**src/rtl/rcpwm_pkg.sv**
```systemverilog
`timescale 1ns / 1ps
// ----------------------------------------------------------------------------
// RC PWM capture package
// Shared widths, register reset values, register indices and the per-channel
// status record passed from each capture lane to the top level.
// ----------------------------------------------------------------------------
package rcpwm_pkg;

  // Pin sample width and the widest channel space a query can address
  localparam int PIN_BITS         = 6;
  localparam int MAX_CHANNELS     = 8;
  localparam int NUM_CHANNELS_DEF = 6;

  localparam int QUERY_W = 3;
  localparam int WIDTH_W = 16;
  localparam int TIME_W  = 32;
  localparam int CFG_IDX_W = 2;
  localparam int CFG_DATA_W = 32;

  // Register reset values
  localparam logic [WIDTH_W-1:0] PULSE_MIN_RST     = 16'd900;
  localparam logic [WIDTH_W-1:0] PULSE_MAX_RST     = 16'd2100;
  localparam logic [TIME_W-1:0]  ALIVE_TIMEOUT_RST = 32'd100000;

  // Configuration register indices
  typedef enum logic [CFG_IDX_W-1:0] {
    CFG_PULSE_MIN     = 2'd0,
    CFG_PULSE_MAX     = 2'd1,
    CFG_ALIVE_TIMEOUT = 2'd2
  } cfg_reg_t;

  // Per-channel status, as seen after the current sample's update
  typedef struct packed {
    logic [WIDTH_W-1:0] width;      // stored width including this sample
    logic [TIME_W-1:0]  upd_time;   // timestamp of the previous store
    logic               updated;    // a width was stored before this sample
    logic               stored_now; // this sample stores a new width
  } chan_status_t;

endpackage

```
**src/rtl/rc_pwm_multi_channel_capture_top.sv**
```systemverilog
`timescale 1ns / 1ps
// ----------------------------------------------------------------------------
// RC PWM multi-channel capture, top level
// Measures servo pulse widths on up to six pins and reports the last accepted
// width and freshness of one queried channel per sample.
// ----------------------------------------------------------------------------
// Usage:
//   Input channel (in_valid/in_ready) carries one sample request: pin_levels,
//   time_us and query_channel. Each accepted request yields exactly one
//   result on the output channel (out_valid/out_ready): pulse_width_us and
//   channel_alive for the queried channel, after this sample's update.
//   The result is registered at the accepting edge and shows on the next cycle.
//   Throughput is one request per cycle while the receiver takes each result;
//   the lanes update and the result register loads in the same edge.
//   in_ready stays high while the result register is empty or being drained,
//   so a stalled receiver holds the result and stops intake only while the
//   single result register is full.
//   Configuration (cfg_valid/cfg_ready, cfg_index, cfg_data) is always ready
//   outside reset; indices beyond the register list are ignored.
//   Reset clears pin history, rise and store flags, stored widths and the
//   result valid flag, and restores the register defaults. No request or write
//   is taken while rst is high.
// ----------------------------------------------------------------------------
module rc_pwm_multi_channel_capture_top
  import rcpwm_pkg::*;
#(
  parameter int NUM_CHANNELS = NUM_CHANNELS_DEF
) (
  input  logic                  clk,
  input  logic                  rst,
  // Sample requests
  input  logic                  in_valid,
  output logic                  in_ready,
  input  logic [PIN_BITS-1:0]   pin_levels,
  input  logic [TIME_W-1:0]     time_us,
  input  logic [QUERY_W-1:0]    query_channel,
  // Results
  output logic                  out_valid,
  input  logic                  out_ready,
  output logic [WIDTH_W-1:0]    pulse_width_us,
  output logic                  channel_alive,
  // Configuration writes
  input  logic                  cfg_valid,
  output logic                  cfg_ready,
  input  logic [CFG_IDX_W-1:0]  cfg_index,
  input  logic [CFG_DATA_W-1:0] cfg_data
);

  logic [WIDTH_W-1:0]  pulse_min;
  logic [WIDTH_W-1:0]  pulse_max;
  logic [TIME_W-1:0]   alive_timeout;
  logic [PIN_BITS-1:0] previous_levels;

  logic                accept;
  chan_status_t        status_all [MAX_CHANNELS];
  chan_status_t        sel;
  logic [TIME_W-1:0]   age;
  logic                alive_next;

  assign in_ready  = ~rst & (~out_valid | out_ready);
  assign cfg_ready = ~rst;
  assign accept    = in_valid & in_ready;

  // Configuration registers
  always_ff @(posedge clk) begin
    if (rst) begin
      pulse_min     <= PULSE_MIN_RST;
      pulse_max     <= PULSE_MAX_RST;
      alive_timeout <= ALIVE_TIMEOUT_RST;
    end else if (cfg_valid) begin
      case (cfg_index)
        CFG_PULSE_MIN:     pulse_min     <= cfg_data[WIDTH_W-1:0];
        CFG_PULSE_MAX:     pulse_max     <= cfg_data[WIDTH_W-1:0];
        CFG_ALIVE_TIMEOUT: alive_timeout <= cfg_data[TIME_W-1:0];
        default: ;
      endcase
    end
  end

  // Hold the previous pin sample for edge detection
  always_ff @(posedge clk) begin
    if (rst) begin
      previous_levels <= '0;
    end else if (accept) begin
      previous_levels <= pin_levels;
    end
  end

  // One lane per channel that has a pin; other channels report nothing
  for (genvar i = 0; i < MAX_CHANNELS; i++) begin : g_chan
    if (i < NUM_CHANNELS && i < PIN_BITS) begin : g_lane
      rcpwm_lane u_lane (
        .clk        (clk),
        .rst        (rst),
        .en         (accept),
        .level      (pin_levels[i]),
        .prev_level (previous_levels[i]),
        .now        (time_us),
        .pulse_min  (pulse_min),
        .pulse_max  (pulse_max),
        .status     (status_all[i])
      );
    end else begin : g_none
      assign status_all[i] = '0;
    end
  end

  // Select the queried channel and work out freshness
  assign sel = status_all[query_channel];
  assign age = time_us - sel.upd_time;

  always_comb begin
    if (sel.stored_now) begin
      alive_next = (alive_timeout != '0);
    end else begin
      alive_next = sel.updated && (age < alive_timeout);
    end
  end

  // Result register: load on accept, drop once taken
  always_ff @(posedge clk) begin
    if (rst) begin
      out_valid <= 1'b0;
    end else if (accept) begin
      out_valid <= 1'b1;
    end else if (out_ready) begin
      out_valid <= 1'b0;
    end
  end

  always_ff @(posedge clk) begin
    if (accept) begin
      pulse_width_us <= sel.width;
      channel_alive  <= alive_next;
    end
  end

endmodule

```
**src/rtl/rcpwm_lane.sv**
```systemverilog
`timescale 1ns / 1ps
// ----------------------------------------------------------------------------
// RC PWM capture lane
// Edge detection, pulse timing and window check for a single channel. Holds
// the rise timestamp, the last accepted width and its update timestamp.
// ----------------------------------------------------------------------------
module rcpwm_lane
  import rcpwm_pkg::*;
(
  input  logic               clk,
  input  logic               rst,
  input  logic               en,
  input  logic               level,
  input  logic               prev_level,
  input  logic [TIME_W-1:0]  now,
  input  logic [WIDTH_W-1:0] pulse_min,
  input  logic [WIDTH_W-1:0] pulse_max,
  output chan_status_t       status
);

  logic [TIME_W-1:0]  rise_time;
  logic               rise_seen;
  logic [WIDTH_W-1:0] stored_width;
  logic [TIME_W-1:0]  update_time;
  logic               updated_flag;

  logic               rise;
  logic               fall;
  logic [TIME_W-1:0]  elapsed;
  logic [WIDTH_W-1:0] width_cand;
  logic               in_window;
  logic               store;

  // Detect edges and measure the pulse against the window
  assign rise       = en & level & ~prev_level;
  assign fall       = en & ~level & prev_level & rise_seen;
  assign elapsed    = now - rise_time;
  assign width_cand = elapsed[WIDTH_W-1:0];
  assign in_window  = (width_cand >= pulse_min) && (width_cand <= pulse_max);
  assign store      = fall & in_window;

  // Record rises and accepted widths
  always_ff @(posedge clk) begin
    if (rst) begin
      rise_seen    <= 1'b0;
      updated_flag <= 1'b0;
      stored_width <= '0;
    end else begin
      if (rise) begin
        rise_seen <= 1'b1;
      end
      if (store) begin
        updated_flag <= 1'b1;
        stored_width <= width_cand;
      end
    end
  end

  // Timestamps are only read behind their flags
  always_ff @(posedge clk) begin
    if (rise) begin
      rise_time <= now;
    end
    if (store) begin
      update_time <= now;
    end
  end

  // Report status including this sample
  always_comb begin
    status.width      = store ? width_cand : stored_width;
    status.upd_time   = update_time;
    status.updated    = updated_flag;
    status.stored_now = store;
  end

endmodule

```
**config.mk**
```make
export PLATFORM = sky130hd
export DESIGN_NAME = rc_pwm_multi_channel_capture_top
export DESIGN_NICKNAME = d
export VERILOG_FILES = /design/src/rtl/rcpwm_pkg.sv /design/src/rtl/rc_pwm_multi_channel_capture_top.sv /design/src/rtl/rcpwm_lane.sv
export SDC_FILE = /design/constraint.sdc
export NUM_CORES = 1
export LEC_CHECK = 0
export BUFFER_PORTS_ARGS = -buffer_cell sky130_fd_sc_hd__buf_2
export CAP_MARGIN = 20
export CELL_PAD_IN_SITES_DETAIL_PLACEMENT = 1
export CELL_PAD_IN_SITES_GLOBAL_PLACEMENT = 1
export CORE_MARGIN = 5
export CORE_UTILIZATION = 40
export CTS_CLUSTER_SIZE = 10
export DETAILED_ROUTE_END_ITERATION = 8
export PLACE_DENSITY = 0.63
export SLEW_MARGIN = 20
export SYNTH_ARGS = -nofsm -noshare
export SYNTH_HDL_FRONTEND = slang
export SYNTH_SLANG_ARGS = --single-unit
```
**constraint.sdc**
```tcl
create_clock -name clk -period 10.9 [get_ports clk]
set_input_delay 2.18 -clock clk [delete_from_list [all_inputs] [get_ports clk]]
set_output_delay 2.18 -clock clk [all_outputs]
set_load 0.005 [all_outputs]
```
==> flow_summary.json, run 1 <==
{
  "ys_ff_latch": 484,
  "firstDrtPassIters": 5,
  "yosys.area.top_type_share_pct": 32.3,
  "synth_top_family_by_area": "adder cells",
  "timing.critical_path.to_type": "flop",
  "detailedRoute.firstIterationViolations": 1605,
  "synthFlopType": "sky130_fd_sc_hd__edfxtp_1",
  "ios": 100,
  "rsz0062_at_grt": "no",
  "synth_simple_gate_area_share_pct": 11.3,
  "htree_num_levels": 2,
  "outcome": "finished clean",
  "dieWidth_um": 276,
  "syn-cell-area_mm2": 0.0284,
  "synthAdderAreaFrac_pct": 15.7,
  "syn_nets": 3113,
  "area_growth_syn_to_layout_pct": 12.7,
  "timing_hold_violations_final": 0,
  "reg2reg_to": "pulse_width_us[11]$_DFFE_PP_",
  "count_of_final_setup_violators": 0,
  "initial_standard_cell_utilization_of_the_core_pct": 40.4,
  "design_power_total_w": 0.00486,
  "vias_per_cell": 5.81,
  "grt_overflow_total": 0,
  "yosys.area.top_type": "sky130_fd_sc_hd__edfxtp_1",
  "worstMarginPinSlew_ps": 1150,
  "first_global_vias": 22900,
  "layout_worst_path_cycle_share_pct": 79.4,
  "post_synth_num_cell_types": 79,
  "cts_inserted_buffers": 59,
  "required_time_worst_endpoint_ps": 11280,
  "grt_usage_pct": 25.6,
  "share_of_synthesized_area_spent_on_multiplexers_pct": 7.70,
  "number_of_enable_type_register_cells_in_the_synthesized_netlist": 305,
  "fmax_mhz": 116,
  "fin_tns_setup_ps": 0,
  "synth_compound_gate_area_share_pct": 13.5,
  "route.final.wire_length_um": 101000,
  "core_area_mm2": 0.0701,
  "place_hpwl_um": 73700,
  "maxSlewViolCount": 0,
  "post-route-min-period_ps": 8660,
  "route.detailed.drc": 0,
  "fin_util_pct": 45.6,
  "post_route_cells_drive_above_1_share_pct": 10.4,
  "synth.avg_cell_area_um2": 10.6,
  "worst_skew_pair.late_latency_ps": 630,
  "hold_path.startpoint": "pulse_max[3]$_SDFFE_PP0P_",
  "drv.max_cap_violation_count": 0,
  "yosys_warnings": 0,
  "grt_start_max_net_pins": 77,
  "cts.hold.buffers_added": 0,
  "ff2ff_path_depth": 21,
  "timing.hold.worst.class": "reg2reg",
  "finalHoldWorstSlack_ps": 466,
  "antenna_violations_before_repair": 5,
  "design.final.nets": 3246,
  "port_buffers": 99,
  "setup_fix_buffers_added_after_clock_tree_synthesis": 0,
  "r2r_slack_ps": 4360,
  "num_rows": 97,
  "ctsLongestPathBuffers": 3,
  "worst_slew_margin_rel_pct": 23.6,
  "fp.dieH_um": 276,
  "worstSetupPathType": "in2reg",
  "tritoncts_num_sinks": 484,
  "post_synth_inst_count": 2681,
  "cts-resized-gates": 0,
  "critical_path.max_fanout": 37,
  "ctsRootBufferMaster": "sky130_fd_sc_hd__clkbuf_16",
  "grt_first_pass_wirelength_um": 149000,
  "synthXorXnorAreaFrac_pct": 3.24,
  "final_antenna_net_count": 0,
  "async_flop_share_pct": 0,
  "hold_end": "pulse_max[3]$_SDFFE_PP0P_",
  "worst_ir_drop_vdd_mv": 0.111,
  "leakage_nw": 13.0,
  "pwr_density_cell_mw_per_mm2": 152,
  "cts_tree": "built",
  "place_congestion": 0.928,
  "worstReg2RegStart": "g_chan[5].g_lane.u_lane.rise_time[0]$_DFFE_PP_",
  "clock_skew_ps": 18.1,
  "hold-path-cell-count": 2,
  "routed_wire_length_per_instance_um": 26.5,
  "design.die.area_mm2": 0.0763,
  "ys_top_cells_by_area": "sky130_fd_sc_hd__edfxtp_1 32%, sky130_fd_sc_hd__ha_1 15%, sky130_fd_sc_hd__dfxtp_1 13%",
  "worst_setup_path_start_kind": "input port",
  "worst-endpoint-arrival_ps": 9030,
  "worst_setup_hold_path_clk_slew_ps": 60,
  "routed-via-count": 22000,
  "portion_of_the_post_synthesis_area_used_by_sequential_elements_pct": 44.9
}
-- layout make-up --
cell class                      instances  area (um^2)
Antenna cell                            3         7.51
Multi-Input combinational cell       1931        14600
Tap cell                              940         1180
Timing Repair Buffer                  144          842
Fill cell                            7727        38200
Clock buffer                           90         1690
Clock inverter                         11          136
Inverter                              194          728
Sequential cell                       484        12700
-- logic make-up (layout without fill, tap and decap cells) --
| family | count (synthesis) | after routing |
|---|---|---|
| buffers and inverters | 266 | 439 |
| XOR/XNOR | 105 | 105 |
| AO/OA/AOI/OAI | 603 | 603 |
| adder cells (fa/ha/maj) | 352 | 352 |
| flip-flops | 484 | 484 |
| AND/OR/NAND/NOR | 697 | 697 |
| multiplexers | 174 | 174 |
| other | 0 | 3 |
-- critical path, cell delays in order --
cell	delay [ps]
sky130_fd_sc_hd__buf_2	220
sky130_fd_sc_hd__inv_1	540
sky130_fd_sc_hd__ha_1	310
sky130_fd_sc_hd__inv_1	70
sky130_fd_sc_hd__fa_1	450
sky130_fd_sc_hd__a211oi_1	260
sky130_fd_sc_hd__o21bai_1	130
sky130_fd_sc_hd__a21boi_0	340
sky130_fd_sc_hd__nor3_1	120
sky130_fd_sc_hd__nor3_1	270
sky130_fd_sc_hd__o21bai_1	100
sky130_fd_sc_hd__a21oi_1	190
sky130_fd_sc_hd__xnor2_1	140
sky130_fd_sc_hd__ha_1	350
sky130_fd_sc_hd__nand4_1	130
sky130_fd_sc_hd__nor4_1	370
sky130_fd_sc_hd__or3_1	160
sky130_fd_sc_hd__o21ai_0	70
sky130_fd_sc_hd__or4_1	890
sky130_fd_sc_hd__inv_2	890
sky130_fd_sc_hd__mux2i_1	350
sky130_fd_sc_hd__a211oi_1	150
sky130_fd_sc_hd__or3_1	360
-- metrics by stage --
step / worst slack [ps] / cell area [um^2] / cells
4_1_cts: 2340 / 32000 / 3794
2_1_floorplan: 3100 / 28400 / 2681
6_report: 2240 / 32000 / 3797
3_3_place_gp: 1780 / 30100 / 3693
3_5_place_dp: 1680 / 30100 / 3693
5_1_grt: 1760 / 32000 / 3794
-- placed cells by master (no fill, tap or decap), types with 15 or more instances in the layout --
| cell | netlist | routed |
|---|---|---|
| sky130_fd_sc_hd__ha_1 | 345 | 345 |
| sky130_fd_sc_hd__edfxtp_1 | 305 | 305 |
| sky130_fd_sc_hd__a21oi_1 | 244 | 244 |
| sky130_fd_sc_hd__nor2_1 | 233 | 233 |
| sky130_fd_sc_hd__nand2_1 | 215 | 215 |
| sky130_fd_sc_hd__inv_1 | 187 | 186 |
| sky130_fd_sc_hd__dfxtp_1 | 179 | 179 |
| sky130_fd_sc_hd__mux2i_1 | 126 | 126 |
| sky130_fd_sc_hd__buf_2 | 8 | 97 |
| sky130_fd_sc_hd__o21ai_0 | 84 | 84 |
| sky130_fd_sc_hd__xnor2_1 | 81 | 81 |
| sky130_fd_sc_hd__clkbuf_16 | 0 | 60 |
| sky130_fd_sc_hd__a21o_1 | 51 | 51 |
| sky130_fd_sc_hd__buf_4 | 0 | 46 |
| sky130_fd_sc_hd__nor3_1 | 39 | 37 |
| sky130_fd_sc_hd__o21a_1 | 36 | 36 |
| sky130_fd_sc_hd__nand4_1 | 36 | 36 |
| sky130_fd_sc_hd__o211ai_1 | 35 | 35 |
| sky130_fd_sc_hd__mux4_2 | 34 | 34 |
| sky130_fd_sc_hd__nor2b_1 | 34 | 34 |
| sky130_fd_sc_hd__nand3_1 | 28 | 28 |
| sky130_fd_sc_hd__a211oi_1 | 24 | 24 |
| sky130_fd_sc_hd__xor2_1 | 24 | 24 |
| sky130_fd_sc_hd__clkbuf_1 | 54 | 22 |
| sky130_fd_sc_hd__nand2b_1 | 21 | 21 |
| sky130_fd_sc_hd__nor4_1 | 21 | 21 |
| sky130_fd_sc_hd__o31ai_1 | 16 | 16 |
| sky130_fd_sc_hd__o21bai_1 | 15 | 15 |
| sky130_fd_sc_hd__and2_1 | 15 | 15 |
-- worst max path at each step --
stage	start	end	slack (ps)	cells after the start
after floorplan	time_us[0]	g_chan[3].g_lane.u_lane.update_time[0]$_DFFE_PN_	3100	18
after global placement	time_us[0]	pulse_width_us[11]$_DFFE_PP_	1780	23
after detailed placement	time_us[0]	pulse_width_us[11]$_DFFE_PP_	1680	23
after CTS	time_us[0]	pulse_width_us[11]$_DFFE_PP_	2340	23
after global routing	time_us[0]	pulse_width_us[11]$_DFFE_PP_	1760	23
final	time_us[0]	pulse_width_us[11]$_DFFE_PP_	2240	23
-- metal layers --
| metal | track usage [%] | up-vias | wire, um |
|---|---|---|---|
| li1 | - | 10100 | - |
| met1 | 37.5 | 11200 | 47600 |
| met2 | 40.7 | 575 | 45400 |
| met3 | 3.47 | 122 | 5590 |
| met4 | 5.56 | 0 | 2140 |
| met5 | 0 | - | 0 |
-- Yosys cell counts, types with 8 or more instances --
library cell	number
sky130_fd_sc_hd__nor4_1	21
sky130_fd_sc_hd__mux2_2	13
sky130_fd_sc_hd__o21a_1	36
sky130_fd_sc_hd__a211o_1	10
sky130_fd_sc_hd__o2111ai_1	9
sky130_fd_sc_hd__a2111oi_0	8
sky130_fd_sc_hd__o211ai_1	35
sky130_fd_sc_hd__nor2b_1	34
sky130_fd_sc_hd__edfxtp_1	305
sky130_fd_sc_hd__and2_1	15
sky130_fd_sc_hd__nor2_1	233
sky130_fd_sc_hd__nand2_1	215
sky130_fd_sc_hd__a21o_1	51
sky130_fd_sc_hd__nand4_1	36
sky130_fd_sc_hd__o21bai_1	15
sky130_fd_sc_hd__inv_1	187
sky130_fd_sc_hd__o31ai_1	16
sky130_fd_sc_hd__or3_1	13
sky130_fd_sc_hd__dfxtp_1	179
sky130_fd_sc_hd__nand3_1	28
sky130_fd_sc_hd__and3_1	10
sky130_fd_sc_hd__buf_2	8
sky130_fd_sc_hd__nor3_1	39
sky130_fd_sc_hd__xnor2_1	81
sky130_fd_sc_hd__a21oi_1	244
sky130_fd_sc_hd__a211oi_1	24
sky130_fd_sc_hd__nand2b_1	21
sky130_fd_sc_hd__ha_1	345
sky130_fd_sc_hd__mux4_2	34
sky130_fd_sc_hd__o21ai_0	84
sky130_fd_sc_hd__buf_1	8
sky130_fd_sc_hd__xor2_1	24
sky130_fd_sc_hd__nor3b_1	10
sky130_fd_sc_hd__clkbuf_1	54
sky130_fd_sc_hd__mux2i_1	126
-- where the power goes --
part | switching, W | leakage [nW] | internal (W) | total (W)
combinational | 0.000614 | 7.88 | 0.000360 | 0.000973
clock | 0.000790 | 0.894 | 0.00111 | 0.00190
sequential | 0.0000134 | 4.21 | 0.00197 | 0.00199
total | 0.00142 | 13.0 | 0.00344 | 0.00486
-- flip-flops by register name (all words and copies together), names as in the netlist, 6 cells and up --
| name | cells |
|---|---|
| pulse_min | 16 |
| g_chan.g_lane.u_lane.updated_flag | 6 |
| g_chan.g_lane.u_lane.stored_width | 96 |
| pulse_max | 16 |
| previous_levels | 6 |
| g_chan.g_lane.u_lane.rise_seen | 6 |
| pulse_width_us | 16 |
| g_chan.g_lane.u_lane.rise_time | 96 |
| g_chan.g_lane.u_lane.update_time | 192 |
| alive_timeout | 32 |
Power figures use the tool's default switching activity.
==> inputs of run 2 (changes only) <==
Clock period 10.9 ns to 8.64 ns, I/O delays scaled along.
==> run 2 against run 1 <==
  * Sequential power increased by 26%
  * Worst hold slack worse by 7.4 ps
  * Via count shrank 0.55%
  * Clock power rose by 25%
  * Non-clock buffer count grew 10
  * Sequential cell count is the same
  * Sequential share of layout area is 0.15 points lower
  * Cell area rose by 0.38%
  * Combinational power rose by 26%
  * First-iteration DRC count shrank 4.2%
==> flow_summary.json, run 2 (same netlist as run 1, synthesis figures left out) <==
{
  "layout.cells.most_common": "sky130_fd_sc_hd__ha_1",
  "leakage_nw": 13.0,
  "pwr_density_cell_mw_per_mm2": 190,
  "hold_path.startpoint": "pulse_max[7]$_SDFFE_PP0P_",
  "post-route-min-period_ps": 7400,
  "worst_skew_pair.late_latency_ps": 650,
  "clock_skew_ps": 29.9,
  "grt_start_max_net_pins": 146,
  "final_antenna_net_count": 0,
  "ctsLongestPathBuffers": 3,
  "routed-via-count": 21900,
  "first_global_vias": 23000,
  "place_hpwl_um": 73400,
  "crit_start": "time_us[0]",
  "worstReg2RegStart": "g_chan[0].g_lane.u_lane.rise_time[0]$_DFFE_PP_",
  "worst_slew_margin_rel_pct": 28.2,
  "route.final.wire_length_um": 96800,
  "design.die.area_mm2": 0.0763,
  "count_of_final_setup_violators": 0,
  "fmax_mhz": 135,
  "detailedRoute.firstIterationViolations": 1537,
  "htree_num_levels": 2,
  "grt_overflow_total": 0,
  "antenna_violations_before_repair": 3,
  "rsz0062_at_grt": "no",
  "ios": 100,
  "timing.critical_path.to_type": "flop",
  "drv.max_cap_violation_count": 0,
  "fp.dieH_um": 276,
  "cts.hold.buffers_added": 0,
  "fin_tns_setup_ps": 0,
  "vias_per_cell": 5.75,
  "worstSetupPathType": "in2reg",
  "core_area_mm2": 0.0701,
  "cts_tree": "built",
  "layout.cells.most_common_list": "345 x sky130_fd_sc_hd__ha_1, 305 x sky130_fd_sc_hd__edfxtp_1, 244 x sky130_fd_sc_hd__a21oi_1",
  "tritoncts_num_sinks": 484,
  "worst_slack_ps": 1240,
  "route.detailed.drc": 0,
  "worstMarginPinSlew_ps": 1070,
  "layout_worst_path_cycle_share_pct": 85.7,
  "max_flop_register": "g_chan.g_lane.u_lane.update_time",
  "ctsRootBufferMaster": "sky130_fd_sc_hd__clkbuf_16",
  "timing.hold.worst.class": "reg2reg",
  "design.final.nets": 3255,
  "maxSlewViolCount": 0,
  "worst_setup_path_start_kind": "input port",
  "port_buffers": 99,
  "timing_hold_violations_final": 0,
  "post_route_cells_drive_above_1_share_pct": 10.7,
  "post-place-ws_ps": 623,
  "routed_wire_length_per_instance_um": 25.4,
  "cts_inserted_buffers": 58,
  "critical_path.max_fanout": 17,
  "area_growth_syn_to_layout_pct": 13.1,
  "worst-endpoint-arrival_ps": 7770,
  "worst_ir_drop_vdd_mv": 0.162,
  "grt_first_pass_wirelength_um": 145000,
  "worst_setup_hold_path_clk_slew_ps": 60,
  "largest_register_ff_count": 192,
  "cts-resized-gates": 0,
  "required_time_worst_endpoint_ps": 9010,
  "layout.filler_cells": 7758,
  "initial_standard_cell_utilization_of_the_core_pct": 40.4,
  "grt_usage_pct": 24.6,
  "n_antenna_cell": 0,
  "finalHoldWorstSlack_ps": 459,
  "dieWidth_um": 276,
  "place_congestion": 0.858,
  "setup_fix_buffers_added_after_clock_tree_synthesis": 0,
  "outcome": "finished clean",
  "firstDrtPassIters": 5,
  "num_rows": 97,
  "largest_registers": "g_chan.g_lane.u_lane.update_time (192), g_chan.g_lane.u_lane.rise_time (96), g_chan.g_lane.u_lane.stored_width (96)"
}
run 2: cell type report:
class	instances	area (um^2)	share of cell area (%)
multi-input combinational	1931	14600	45.6
sequential	484	12700	39.7
clock buffer	99	1700	5.29
tap	940	1180	3.67
timing repair buffer	154	955	2.98
inverter	194	728	2.27
clock inverter	10	149	0.464
run 2: critical path, stage by stage:
cell                       delay [ps]
sky130_fd_sc_hd__buf_2            220
sky130_fd_sc_hd__inv_1            300
sky130_fd_sc_hd__ha_1             280
sky130_fd_sc_hd__inv_1             70
sky130_fd_sc_hd__fa_1             440
sky130_fd_sc_hd__a211oi_1         380
sky130_fd_sc_hd__o21ai_0          240
sky130_fd_sc_hd__a31oi_1          290
sky130_fd_sc_hd__o21ai_0          210
sky130_fd_sc_hd__o41ai_1          390
sky130_fd_sc_hd__xnor2_1          320
sky130_fd_sc_hd__ha_1             360
sky130_fd_sc_hd__a21oi_1          160
sky130_fd_sc_hd__nand2_1           80
sky130_fd_sc_hd__a221oi_1         260
sky130_fd_sc_hd__o21ai_0          160
sky130_fd_sc_hd__a211o_1          720
sky130_fd_sc_hd__inv_2            230
sky130_fd_sc_hd__mux2i_1          270
sky130_fd_sc_hd__a21boi_0         210
sky130_fd_sc_hd__or3_1            430
run 2: metrics by stage:
step	power [W]	utilization (%)	area, um^2	std cells
final	0.00610	45.7	32100	3812
after global routing	0.00638	45.7	32100	3812
after CTS	0.00616	45.7	32100	3812
after detailed placement	0.00377	43.1	30200	3703
after global placement	0.00372	43.1	30200	3703
after floorplan	0.00333	-	28400	2681
run 2: path summary, 6_finish.rpt:
check,endpoint,slack (ps),depth (start not counted)
setup / recovery,pulse_width_us[11]$_DFFE_PP_,1240,21
setup reg to reg,pulse_width_us[11]$_DFFE_PP_,2610,19
hold / removal,pulse_max[7]$_SDFFE_PP0P_,460,2
hold reg to reg,pulse_max[7]$_SDFFE_PP0P_,460,2
run 2: per-layer routing:
| metal | global-route usage, % | part of all wire [%] |
|---|---|---|
| met1 | 35.0 | 46 |
| met2 | 40.0 | 46 |
| met3 | 3.79 | 5.7 |
| met4 | 5.69 | 2.3 |
| met5 | 0 | 0 |
run 2: report_power, final:
part	total (W)	switching (W)	internal, W	leakage, nW
combinational	0.00123	0.000773	0.000459	7.95
clock	0.00237	0.00100	0.00137	0.886
sequential	0.00251	0.0000170	0.00249	4.21
total	0.00610	0.00179	0.00431	13.0
==> inputs of run 3 (changes only) <==
Settings changed: REMOVE_ABC_BUFFERS set to 1.
==> run 3 against run 2 <==
  * Fmax decreased by 1.0%
  * Wire length decreased by 0.49%
  * Core utilization decreased by 0.082 points
  * Cell area decreased by 0.18%
  * Combinational power about the same
  * Global-route usage decreased by 0.088 points
  * Non-clock buffer count increased by 5
  * Die area unchanged
  * Critical endpoint is now g_chan[0].g_lane.u_lane.update_time[3]$_DFFE_PN_
  * Largest cell class unchanged
==> flow_summary.json, run 3 (same netlist as run 1, synthesis figures left out) <==
{
  "design.final.nets": 3260,
  "dieWidth_um": 276,
  "worst_setup_path_start_kind": "input port",
  "post-place-ws_ps": 510,
  "worst_ir_drop_vdd_mv": 0.132,
  "critical_path.max_fanout": 32,
  "max_flop_register": "g_chan.g_lane.u_lane.update_time",
  "highest_delay_cell_along_the_critical_path": "sky130_fd_sc_hd__o31ai_1",
  "rsz0062_at_grt": "no",
  "final_cells": 3819,
  "required_time_worst_endpoint_ps": 8890,
  "layout.cells.most_common": "sky130_fd_sc_hd__ha_1",
  "cts.hold.buffers_added": 0,
  "ctsRootBufferMaster": "sky130_fd_sc_hd__clkbuf_16",
  "port_buffers": 99,
  "fp.dieH_um": 276,
  "tritoncts_num_sinks": 484,
  "area_growth_syn_to_layout_pct": 12.9,
  "maxSlewViolCount": 0,
  "htree_num_levels": 2,
  "grt_first_pass_wirelength_um": 145000,
  "detailedRoute.firstIterationViolations": 1187,
  "ios": 100,
  "place_congestion": 0.888,
  "worst_setup_hold_path_clk_slew_ps": 60,
  "initial_standard_cell_utilization_of_the_core_pct": 40.4,
  "crit_chain": "buf_2, inv_1, ha_1, nor2b_1, o31a_1, o21ai_1, o31ai_1, o21a_1, nor2_1, xnor2_1, ha_1, and2_0, a221o_1, a221oi_1, o21ai_0, a211o_1, inv_2, buf_4",
  "worst-endpoint-arrival_ps": 7730,
  "first_global_vias": 23800,
  "grt_usage_pct": 24.5,
  "route.final.wire_length_um": 96400,
  "worst_path_most_repeated_cell": "sky130_fd_sc_hd__ha_1",
  "fin_tns_setup_ps": 0,
  "cts_inserted_buffers": 58,
  "fmax_mhz": 134,
  "place_hpwl_um": 73300,
  "layout_worst_path_cycle_share_pct": 86.5,
  "ctsLongestPathBuffers": 3,
  "area.sequential_mm2": 0.0127,
  "timing.critical_path.to_type": "flop",
  "pwr_density_cell_mw_per_mm2": 189,
  "setup_fix_buffers_added_after_clock_tree_synthesis": 0,
  "critical-path-max-stage-delay_ps": 710,
  "post-route-min-period_ps": 7480,
  "drv.max_cap_violation_count": 0,
  "cts_tree": "built",
  "count_of_final_setup_violators": 0,
  "cts-resized-gates": 0,
  "antenna_violations_before_repair": 3,
  "grt_start_max_net_pins": 77,
  "firstDrtPassIters": 5,
  "grt_overflow_total": 0,
  "worstSetupPathType": "in2reg",
  "numPlacedInstances": 3708,
  "outcome": "finished clean",
  "layout.cells.most_common_list": "345 x sky130_fd_sc_hd__ha_1, 305 x sky130_fd_sc_hd__edfxtp_1, 244 x sky130_fd_sc_hd__a21oi_1",
  "routed-via-count": 21700,
  "largest_registers": "g_chan.g_lane.u_lane.update_time (192), g_chan.g_lane.u_lane.rise_time (96), g_chan.g_lane.u_lane.stored_width (96)",
  "routed_wire_length_per_instance_um": 25.2,
  "route.detailed.drc": 0,
  "timing.hold.worst.class": "reg2reg",
  "multi_input_area_mm2": 0.0146,
  "clock_skew_ps": 21.6,
  "largest_register_ff_count": 192,
  "post_route_cells_drive_above_1_share_pct": 10.9,
  "timing_hold_violations_final": 0,
  "worst_slew_margin_rel_pct": 34.1,
  "worst_skew_pair.late_latency_ps": 630,
  "layout.filler_cells": 7785,
  "fin_util_pct": 45.7,
  "worstMarginPinSlew_ps": 989,
  "final_antenna_net_count": 0,
  "leakage_nw": 13.0,
  "vias_per_cell": 5.69,
  "num_rows": 97,
  "worst_slack_ps": 1160,
  "core_area_mm2": 0.0701,
  "design.die.area_mm2": 0.0763
}
-- run 3: cell types whose count changed in the layout (fill, tap and decap cells not counted), moves of 2 or more --
cell                        previous run  this run
sky130_fd_sc_hd__buf_4                53        60
sky130_fd_sc_hd__clkbuf_1             33        37
sky130_fd_sc_hd__clkbuf_8              7         3
sky130_fd_sc_hd__inv_2                 3         7
sky130_fd_sc_hd__clkinv_1              5         2
sky130_fd_sc_hd__clkinv_16             3         0
sky130_fd_sc_hd__buf_12                3         1
sky130_fd_sc_hd__clkbuf_16            59        61
sky130_fd_sc_hd__clkinv_8              0         2
-- run 3: final timing paths --
path / from / slack, ps / to / cells after the start
max: time_us[0] / 1160 / g_chan[0].g_lane.u_lane.update_time[3]$_DFFE_PN_ / 18
max reg2reg: g_chan[0].g_lane.u_lane.rise_time[3]$_DFFE_PP_ / 2400 / g_chan[0].g_lane.u_lane.update_time[3]$_DFFE_PN_ / 17
min reg2reg: pulse_max[8]$_SDFFE_PP0P_ / 470 / pulse_max[8]$_SDFFE_PP0P_ / 2
min: pulse_max[8]$_SDFFE_PP0P_ / 470 / pulse_max[8]$_SDFFE_PP0P_ / 2
-- run 3: metal layers --
layer  vias to the layer above  share of wire [%]  GRT usage (%)
met4                         0                3.7           8.16
li1                      10200                  -              -
met3                       142                3.4           2.26
met2                       453                 50           44.0
met5                         -                  0              0
met1                     11000                 43           31.3
-- run 3: final cells by class --
type | count | area share [%]
tap | 940 | 3.67
clock buffer | 101 | 5.33
inverter | 194 | 2.27
sequential | 484 | 39.8
antenna | 1 | 0.00781
timing repair buffer | 159 | 3.02
clock inverter | 9 | 0.207
multi-input combinational | 1931 | 45.7
-- run 3: per-stage QoR --
stage          cell area, um^2  hold slack (ps)  total power (W)
4_1_cts                  32000              466          0.00611
3_3_place_gp             30300              441          0.00372
6_report                 32000              465          0.00605
2_1_floorplan            28100              426          0.00330
5_1_grt                  32000              481          0.00633
3_5_place_dp             30300              450          0.00377
-- run 3: critical path: cells and delay by family --
family	cells	cell delay (ps)
compound gates	8	2840
xor+xnor	1	590
fa+ha+maj	2	680
buf+inv	4	1380
simple gates	3	400
-- run 3: report_power, final --
part           switching (W)  internal (W)  total (W)
Combinational       0.000762      0.000460    0.00122
Clock               0.000989       0.00133    0.00232
Sequential         0.0000163       0.00249    0.00250
Total                0.00177       0.00428    0.00605
